`config.mk`:
```
export PLATFORM = sky130hd
export DESIGN_NAME = k_way_merge_sorted_streams_unit
export DESIGN_NICKNAME = d
export VERILOG_FILES = /design/src/sv/kwm_pkg.sv /design/src/sv/kwm_ram.sv /design/src/sv/kwm_head_sel.sv /design/src/sv/k_way_merge_sorted_streams_unit.sv
export SDC_FILE = /design/constraint.sdc
export NUM_CORES = 2
export LEC_CHECK = 0
export BUFFER_PORTS_ARGS = -buffer_cell sky130_fd_sc_hd__buf_2
export CAP_MARGIN = 20
export CORE_MARGIN = 5
export CORE_UTILIZATION = 63
export DETAILED_ROUTE_END_ITERATION = 12
export GPL_ROUTABILITY_DRIVEN = 1
export GPL_TIMING_DRIVEN = 0
export PLACE_DENSITY = 0.77
export SYNTH_ARGS = -nofsm -noshare
export SYNTH_HDL_FRONTEND = slang
export SYNTH_SLANG_ARGS = --single-unit
```
`constraint.sdc`:
```
create_clock -name clk -period 12.6 [get_ports clk]
set_input_delay 2.52 -clock clk [delete_from_list [all_inputs] [get_ports clk]]
set_output_delay 2.52 -clock clk [all_outputs]
set_load 0.02 [all_outputs]
```
`src/sv/kwm_pkg.sv`:
```
// Shared types, sizes and helpers for the k-way merge unit.
package kwm_pkg;

  localparam int LIST_BITS    = 3;
  localparam int MAX_LISTS    = 1 << LIST_BITS;
  localparam int BUFFER_DEPTH = 8;
  localparam int VALUE_BITS   = 32;
  localparam int NL_W         = 4;
  localparam int CNT_W        = $clog2(BUFFER_DEPTH + 1);
  localparam int SLOT_W       = (BUFFER_DEPTH > 1) ? $clog2(BUFFER_DEPTH) : 1;
  localparam int SUM_W        = $clog2(2 * BUFFER_DEPTH) + 1;
  localparam int BUF_ENTRIES  = MAX_LISTS * BUFFER_DEPTH;
  localparam int ADDR_W       = $clog2(BUF_ENTRIES);

  typedef logic signed [VALUE_BITS-1:0] value_t;
  typedef logic [CNT_W-1:0]             cnt_t;
  typedef logic [SLOT_W-1:0]            slot_t;
  typedef logic [LIST_BITS-1:0]         list_t;
  typedef logic [ADDR_W-1:0]            addr_t;
  typedef logic [NL_W-1:0]              nlists_t;

  typedef enum logic [1:0] {
    ST_ELEM       = 2'd0,
    ST_EMPTY_DONE = 2'd1,
    ST_FULL       = 2'd2,
    ST_BAD        = 2'd3
  } status_t;

  typedef enum logic {
    REQ_ELEM  = 1'b0,
    REQ_CLOSE = 1'b1
  } req_t;

  typedef enum logic [1:0] {
    S_IDLE,
    S_EXEC,
    S_SCAN,
    S_FETCH
  } state_t;

  // head selection result
  typedef struct packed {
    logic   go;
    logic   done;
    list_t  best;
    value_t best_val;
  } sel_t;

  function automatic slot_t slot_inc(input slot_t s);
    slot_t r;
    if (s == SLOT_W'(BUFFER_DEPTH - 1)) r = '0;
    else r = s + 1'b1;
    return r;
  endfunction

  // tail slot of a circular buffer
  function automatic slot_t wr_slot(input slot_t s, input cnt_t c);
    logic [SUM_W-1:0] sum;
    sum = SUM_W'(s) + SUM_W'(c);
    if (sum >= SUM_W'(BUFFER_DEPTH)) sum = sum - SUM_W'(BUFFER_DEPTH);
    return sum[SLOT_W-1:0];
  endfunction

  function automatic addr_t buf_addr(input list_t id, input slot_t s);
    return addr_t'(ADDR_W'(id) * ADDR_W'(BUFFER_DEPTH) + ADDR_W'(s));
  endfunction

endpackage

```
`src/sv/kwm_ram.sv`:
```
// Generic single-port-write, single-port-read RAM with registered read.
module kwm_ram #(
  parameter int WIDTH = 32,
  parameter int DEPTH = 64
) (
  input  logic                     clk,
  input  logic                     we,
  input  logic [$clog2(DEPTH)-1:0] waddr,
  input  logic [WIDTH-1:0]         wdata,
  input  logic                     re,
  input  logic [$clog2(DEPTH)-1:0] raddr,
  output logic [WIDTH-1:0]         rdata
);

  logic [WIDTH-1:0] mem [DEPTH];

  always_ff @(posedge clk) begin
    if (we) begin
      mem[waddr] <= wdata;
    end
    if (re) begin
      rdata <= mem[raddr];
    end
  end

endmodule

```
`src/sv/kwm_head_sel.sv`:
```
// Minimum search over the cached list heads, plus emit and completion checks.
module kwm_head_sel import kwm_pkg::*; (
  input  value_t heads  [MAX_LISTS],
  input  cnt_t   counts [MAX_LISTS],
  input  logic   closed [MAX_LISTS],
  input  logic   active [MAX_LISTS],
  output sel_t   sel
);

  localparam int NODES = 2 * MAX_LISTS - 1;

  logic   nv   [NODES];
  value_t nval [NODES];
  list_t  nidx [NODES];
  logic   all_ready;
  logic   any_buf;
  logic   all_done;

  always_comb begin
    all_ready = 1'b1;
    all_done  = 1'b1;
    any_buf   = 1'b0;
    for (int i = 0; i < MAX_LISTS; i++) begin
      nv[MAX_LISTS-1+i]   = active[i] && (counts[i] != '0);
      nval[MAX_LISTS-1+i] = heads[i];
      nidx[MAX_LISTS-1+i] = LIST_BITS'(i);
      if (active[i] && counts[i] == '0 && !closed[i]) all_ready = 1'b0;
      if (active[i] && (counts[i] != '0 || !closed[i])) all_done = 1'b0;
      if (active[i] && counts[i] != '0) any_buf = 1'b1;
    end
    // balanced tree; the left side holds lower list numbers and wins ties
    for (int p = MAX_LISTS - 2; p >= 0; p--) begin
      if (nv[2*p+2] && (!nv[2*p+1] || (nval[2*p+2] < nval[2*p+1]))) begin
        nv[p]   = nv[2*p+2];
        nval[p] = nval[2*p+2];
        nidx[p] = nidx[2*p+2];
      end else begin
        nv[p]   = nv[2*p+1];
        nval[p] = nval[2*p+1];
        nidx[p] = nidx[2*p+1];
      end
    end
    sel.go       = all_ready && any_buf;
    sel.done     = all_done;
    sel.best     = nidx[0];
    sel.best_val = nval[0];
  end

endmodule

```
`src/sv/k_way_merge_sorted_streams_unit.sv`:
```
// k-way merge top level: request control, per-list bookkeeping and result register.
// Merges up to num_lists ascending streams of signed values into one ascending
// stream. Each request either adds an element to a list or closes it; elements
// sit in a circular buffer per list held in one RAM, with each list's head
// cached in a register. An accepted request is checked in the EXEC state; a
// bad one ends there with an error result, a good one is applied, then each
// emitted element takes a SCAN step, plus a FETCH step when its list still
// holds data (the single RAM read port fetches the next head), and a closing
// SCAN step ends the request. Emission pauses while the result register is
// full. A new request is taken as soon as the previous one has finished, even
// while its last result still waits at the output. num_lists may only be
// written while the unit is idle.
module k_way_merge_sorted_streams_unit import kwm_pkg::*; (
  input  logic    clk,
  input  logic    rst,
  input  logic    cfg_we,
  input  nlists_t cfg_data,
  input  logic    in_valid,
  output logic    in_ready,
  input  logic    req_type,
  input  list_t   list_id,
  input  value_t  value,
  output logic    out_valid,
  input  logic    out_ready,
  output value_t  out_value,
  output list_t   source_list,
  output logic [1:0] status,
  output logic    last_of_run,
  output logic    merge_done
);

  state_t  state, state_next;
  nlists_t num_lists;
  nlists_t n_eff;

  value_t  heads     [MAX_LISTS];
  cnt_t    counts    [MAX_LISTS];
  slot_t   read_slot [MAX_LISTS];
  logic    closed    [MAX_LISTS];
  logic    active    [MAX_LISTS];

  logic    it_type;
  list_t   it_id;
  value_t  it_value;

  logic    pend_valid;
  value_t  pend_value;
  list_t   pend_src;
  list_t   fetch_id;

  sel_t    sel;
  logic    slot_free;
  logic    item_bad;
  status_t item_err;

  // control strobes
  logic    push;
  value_t  push_value;
  list_t   push_src;
  status_t push_status;
  logic    push_last;
  logic    push_done;
  logic    do_insert;
  logic    do_emit;
  logic    do_finish;
  logic    do_clear;
  logic    rd_en;
  addr_t   rd_addr;
  logic    wr_en;
  addr_t   wr_addr;
  value_t  rd_data;

  kwm_ram #(
    .WIDTH(VALUE_BITS),
    .DEPTH(BUF_ENTRIES)
  ) u_buf (
    .clk  (clk),
    .we   (wr_en),
    .waddr(wr_addr),
    .wdata(it_value),
    .re   (rd_en),
    .raddr(rd_addr),
    .rdata(rd_data)
  );

  kwm_head_sel u_sel (
    .heads (heads),
    .counts(counts),
    .closed(closed),
    .active(active),
    .sel   (sel)
  );

  always_comb begin
    if (num_lists == '0) n_eff = NL_W'(1);
    else if (num_lists > NL_W'(MAX_LISTS)) n_eff = NL_W'(MAX_LISTS);
    else n_eff = num_lists;
    for (int i = 0; i < MAX_LISTS; i++) begin
      active[i] = NL_W'(i) < n_eff;
    end
  end

  assign slot_free = !out_valid || out_ready;

  always_comb begin
    item_bad = 1'b0;
    item_err = ST_BAD;
    if (NL_W'(it_id) >= n_eff) begin
      item_bad = 1'b1;
    end else if (it_type == REQ_ELEM) begin
      if (closed[it_id]) begin
        item_bad = 1'b1;
      end else if (counts[it_id] >= CNT_W'(BUFFER_DEPTH)) begin
        item_bad = 1'b1;
        item_err = ST_FULL;
      end
    end
  end

  // next state
  always_comb begin
    state_next = state;
    unique case (state)
      S_IDLE: begin
        if (in_valid) state_next = S_EXEC;
      end
      S_EXEC: begin
        if (!item_bad) state_next = S_SCAN;
        else if (slot_free) state_next = S_IDLE;
      end
      S_SCAN: begin
        if (sel.go) begin
          if ((!pend_valid || slot_free) && counts[sel.best] > CNT_W'(1)) begin
            state_next = S_FETCH;
          end
        end else if (!(pend_valid || sel.done) || slot_free) begin
          state_next = S_IDLE;
        end
      end
      S_FETCH: state_next = S_SCAN;
      default: state_next = S_IDLE;
    endcase
  end

  // outputs of the state machine
  always_comb begin
    in_ready    = 1'b0;
    push        = 1'b0;
    push_value  = '0;
    push_src    = '0;
    push_status = ST_ELEM;
    push_last   = 1'b0;
    push_done   = 1'b0;
    do_insert   = 1'b0;
    do_emit     = 1'b0;
    do_finish   = 1'b0;
    do_clear    = 1'b0;
    rd_en       = 1'b0;
    rd_addr     = buf_addr(sel.best, slot_inc(read_slot[sel.best]));
    wr_en       = 1'b0;
    wr_addr     = buf_addr(it_id, wr_slot(read_slot[it_id], counts[it_id]));
    unique case (state)
      S_IDLE: in_ready = 1'b1;
      S_EXEC: begin
        if (item_bad) begin
          push        = slot_free;
          push_src    = it_id;
          push_status = item_err;
          push_last   = 1'b1;
        end else begin
          do_insert = 1'b1;
          wr_en     = (it_type == REQ_ELEM);
        end
      end
      S_SCAN: begin
        if (sel.go) begin
          if (!pend_valid || slot_free) begin
            do_emit    = 1'b1;
            push       = pend_valid;
            push_value = pend_value;
            push_src   = pend_src;
            rd_en      = counts[sel.best] > CNT_W'(1);
          end
        end else if (!(pend_valid || sel.done) || slot_free) begin
          do_finish = 1'b1;
          do_clear  = sel.done;
          push      = pend_valid || sel.done;
          push_last = 1'b1;
          push_done = sel.done;
          if (pend_valid) begin
            push_value = pend_value;
            push_src   = pend_src;
          end else begin
            push_status = ST_EMPTY_DONE;
          end
        end
      end
      S_FETCH: ;
      default: ;
    endcase
  end

  always_ff @(posedge clk) begin
    if (rst) begin
      state      <= S_IDLE;
      num_lists  <= NL_W'(2);
      out_valid  <= 1'b0;
      pend_valid <= 1'b0;
      for (int i = 0; i < MAX_LISTS; i++) begin
        counts[i]    <= '0;
        read_slot[i] <= '0;
        closed[i]    <= 1'b0;
      end
    end else begin
      state <= state_next;
      if (cfg_we) num_lists <= cfg_data;

      if (push) out_valid <= 1'b1;
      else if (out_ready) out_valid <= 1'b0;

      if (do_insert) begin
        if (it_type == REQ_ELEM) counts[it_id] <= counts[it_id] + 1'b1;
        else closed[it_id] <= 1'b1;
      end

      if (do_emit) begin
        pend_valid           <= 1'b1;
        counts[sel.best]    <= counts[sel.best] - 1'b1;
        read_slot[sel.best] <= slot_inc(read_slot[sel.best]);
      end

      if (do_finish) pend_valid <= 1'b0;

      if (do_clear) begin
        for (int i = 0; i < MAX_LISTS; i++) begin
          counts[i]    <= '0;
          read_slot[i] <= '0;
          closed[i]    <= 1'b0;
        end
      end
    end
  end

  // payload registers
  always_ff @(posedge clk) begin
    if (in_valid && in_ready) begin
      it_type  <= req_type;
      it_id    <= list_id;
      it_value <= value;
    end
    if (push) begin
      out_value   <= push_value;
      source_list <= push_src;
      status      <= push_status;
      last_of_run <= push_last;
      merge_done  <= push_done;
    end
    if (do_emit) begin
      pend_value <= sel.best_val;
      pend_src   <= sel.best;
      fetch_id   <= sel.best;
    end
    // an empty list's first element becomes its head straight away
    if (do_insert && it_type == REQ_ELEM && counts[it_id] == '0) begin
      heads[it_id] <= it_value;
    end
    if (state == S_FETCH) begin
      heads[fetch_id] <= rd_data;
    end
  end

endmodule
```
==> impl_metrics.yaml <==
status:
  status: "finished, violations left"
  violations: "negative setup slack"
sta:
  setup_viol: 1
  fin_crit_ns: 12.66
  worst_pin_slew_ns: 1.230
  fmax_mhz: 78.99
  maxSlewViolCount: 0
  hold_viol_final: 0
  worst_slack_ns: -0.06001
  relSlewSlack_pct: 17.79
  period_share_pct: 100.5
  skew_ns: 0.09031
  finalSetupTns_ns: -0.06001
  holdWs_ns: 0.5020
layout:
  finalInstanceArea_um2: 122100
  utilization_pct: 73.84
  drive_above_1_share_pct: 22.88
  final_cell_mix: "edfxtp_1 (2214), mux4_2 (524), nor2_1 (413)"
  layout_commonest_cell: "edfxtp_1"
  fin_cells: 9288
  fillers: 9259
  final_net_count: 7162
  area_delta_synth_final_pct: 16.39
yosys:
  synth_edf_count: 2214
  ys_seq_area_share_pct: 69.23
  ys_types: 80
  postSynthCellCount: 6364
  synthArstFlopShare_pct: 0
  synth-seq-cells: 2521
  yosys_warnings: 0
  syn_area_per_cell_um2: 16.49
  synth_fp_nets: 6641
  synthFlopType: "edfxtp_1"
  netlist_area_um2: 104900
detailed_routing:
  wl_per_cell_um: 39.62
  via_count: 68460
  route.detailed.drc: 0
  vias_per_cell: 7.371
  firstDrtPassIters: 9
  postRouteWirelength_um: 368000
  drt_iter0_markers: 12170
  antenna_left: 0
worst_setup_path:
  crit_top_cell: "clkbuf_4"
  crit_path_start_kind: "flip-flop"
  cp_num_buf_inv: 11
  critical-path-top-delay-family: "simple AND/OR/NAND/NOR gates"
  criticalPathCategory: "reg2reg"
  r2r_slack_ns: -0.06
  cp.arrival_ns: 13.33
  end_kind: "flip-flop"
  cp_data_required_time_ns: 13.27
  critPathMaxFanout: 10
  cpPeakStageDelay_ns: 0.57
  slowest_stage: "nor3_1"
placed_design:
  place_inst: 8805
  dp_hpwl_um: 227300
  place.gp.congestion: 1.033
  portBuffers: 84
  placed_area_um2: 112500
worst_hold_path:
  hold_class: "reg2reg"
power:
  pwr-share-clk_pct: 35.9
  leakage_nw: 40.73
  p_sw_share_pct: 28.08
  max-vdd-ir-drop_mv: 0.1738
  power.switching_w: 0.005722
  power_density_nw_per_um2: 166.9
  intPower_w: 0.01466
  seqPwrFrac_pct: 47.3
  combPwrFrac_pct: 16.8
grt:
  grt_overflow: 0
  grt_max_degree: 39
  grt_first_pass_wirelength_um: 512000
  grt_pass1_vias: 67090
  antenna_found_initial: 27
  grt_use_total_pct: 42.18
floorplanning:
  design.core.area_um2: 165400
  die_width_um: 418.1
  io_pins: 86
  die_y_um: 418.1
  dieArea_um2: 174800
  initial_utilization_pct: 63.45
  rows: 149
clock_network:
  root_buffer: "clkbuf_16"
  cts_buffer_depth: 3
  clock_sinks: 2521
  path_clk_slew_ns: 0.06
  clock_latency_ns: 0.90
  cts_buffers: 234
  cts_tree: "done"
  cts_htree_levels: 4
  cts_hold_buf: 0
flow_run:
  maxCapViolations: 0
-- synth_stat cells, types with 8 or more instances --
| master | number | area share [%] |
|---|---|---|
| nand2b_1 | 13 | 0.078 |
| buf_1 | 50 | 0.18 |
| nor3b_1 | 8 | 0.057 |
| nand4_1 | 68 | 0.41 |
| a21oi_1 | 237 | 1.1 |
| o21a_1 | 9 | 0.064 |
| mux2_2 | 38 | 0.41 |
| inv_1 | 151 | 0.54 |
| o211ai_1 | 12 | 0.086 |
| a221oi_1 | 9 | 0.075 |
| dfxtp_1 | 307 | 5.9 |
| buf_4 | 26 | 0.19 |
| edfxtp_1 | 2214 | 63 |
| buf_2 | 12 | 0.057 |
| o21ai_1 | 51 | 0.24 |
| clkbuf_1 | 272 | 0.97 |
| nor2b_1 | 20 | 0.12 |
| mux2i_1 | 407 | 3.9 |
| nor3_1 | 57 | 0.27 |
| a211oi_1 | 15 | 0.11 |
| nor2_1 | 490 | 1.8 |
| a31oi_1 | 19 | 0.11 |
| o22ai_1 | 69 | 0.41 |
| o21ai_0 | 275 | 1.3 |
| nand3_1 | 66 | 0.31 |
| buf_6 | 28 | 0.30 |
| or4_1 | 9 | 0.064 |
| nor4_1 | 17 | 0.10 |
| and2_1 | 45 | 0.27 |
| ha_1 | 231 | 2.8 |
| a22o_1 | 66 | 0.55 |
| nand2_1 | 372 | 1.3 |
| a22oi_1 | 73 | 0.52 |
| mux4_2 | 524 | 11 |
| a21o_1 | 17 | 0.12 |
-- logic make-up (layout without fill, tap and decap cells) --
kind of cell / after synthesis / in the layout / share of synthesized area, %
flops: 2521 / 2521 / 69.23
simple gates: 1198 / 1198 / 5.023
mux: 971 / 971 / 15.56
compound gates: 890 / 890 / 5.083
buf+inv: 542 / 1266 / 2.247
fa+ha+maj: 232 / 232 / 2.774
xor+xnor: 10 / 10 / 0.08349
other cells: 0 / 11 / 0
-- power by group through the flow --
stage                     sequential (W)  combinational, W  clock (W)
after floorplan                  0.00979           0.00180          0
after global placement           0.00994           0.00265          0
after detailed placement         0.00981           0.00300          0
after CTS                        0.00963           0.00324    0.00721
after global routing             0.00967           0.00362    0.00766
final                            0.00964           0.00342    0.00731
-- final cells by class --
cell class / count / area (um^2) / share of cell area (%)
multi-input cells: 3301 / 31560 / 25.84
repair buffers: 287 / 4627 / 3.789
diodes: 11 / 27.53 / 0.02254
plain buffers: 386 / 2278 / 1.866
clock buffers: 282 / 6120 / 5.012
clock inverters: 157 / 1549 / 1.269
well taps: 2189 / 2739 / 2.243
inverters: 154 / 585.6 / 0.4795
flip-flops and latches: 2521 / 72630 / 59.48
-- worst reg2reg max path: cells and delay by family, from the launching register on --
kind / cells / cell delay (ns)
buffers and inverters: 11 / 2.59
AO/OA/AOI/OAI: 14 / 3.15
AND/OR/NAND/NOR: 17 / 4.33
adder cells (fa/ha/maj): 4 / 1.43
flip-flops: 1 / 0.35
multiplexers: 2 / 0.61
-- flip-flops by register name, indices dropped and copies added, names as in the netlist, named ones only --
| register | flops |
|---|---|
| u_buf.mem | 2048 |
| heads | 256 |
| counts | 32 |
| it_value | 32 |
| out_value | 32 |
| pend_value | 32 |
| u_buf.rdata | 32 |
| read_slot | 24 |
| closed | 8 |
| num_lists | 4 |
| fetch_id | 3 |
| it_id | 3 |
| source_list | 3 |
| state | 2 |
| status | 2 |
| it_type | 1 |
| last_of_run | 1 |
| merge_done | 1 |
| out_valid | 1 |
| pend_valid | 1 |
-- metrics by stage --
| step | setup WS (ns) | total power, W |
|---|---|---|
| 3_5_place_dp | -7.391 | 0.01281 |
| 3_3_place_gp | -7.935 | 0.01260 |
| 4_1_cts | 0.0003180 | 0.02008 |
| 2_1_floorplan | 1.102 | 0.01159 |
| 5_1_grt | -0.01547 | 0.02094 |
| 6_report | -0.06001 | 0.02038 |
-- routing by layer --
| metal | GRT usage [%] | wire, um |
|---|---|---|
| met5 | 0 | 244 |
| met4 | 27.74 | 32600 |
| met2 | 65.21 | 168200 |
| met3 | 14.23 | 51350 |
| met1 | 51.21 | 115700 |
-- worst paths after layout --
kind	from	to	cells past startpoint
worst max-delay path	heads[111]	u_buf.rdata[22]	48
worst min-delay path	closed[0]	closed[0]	1
worst max register to register	heads[111]	u_buf.rdata[22]	48
worst min register to register	closed[0]	closed[0]	1
-- what timing repair did --
action / CTS / global route
resized for setup: 351 / 106
pin swaps: 24 / 16
endpoints found under the setup margin: 181 / 33
setup buffers: 17 / 14
No activity file was read; power rests on OpenSTA's default activity.
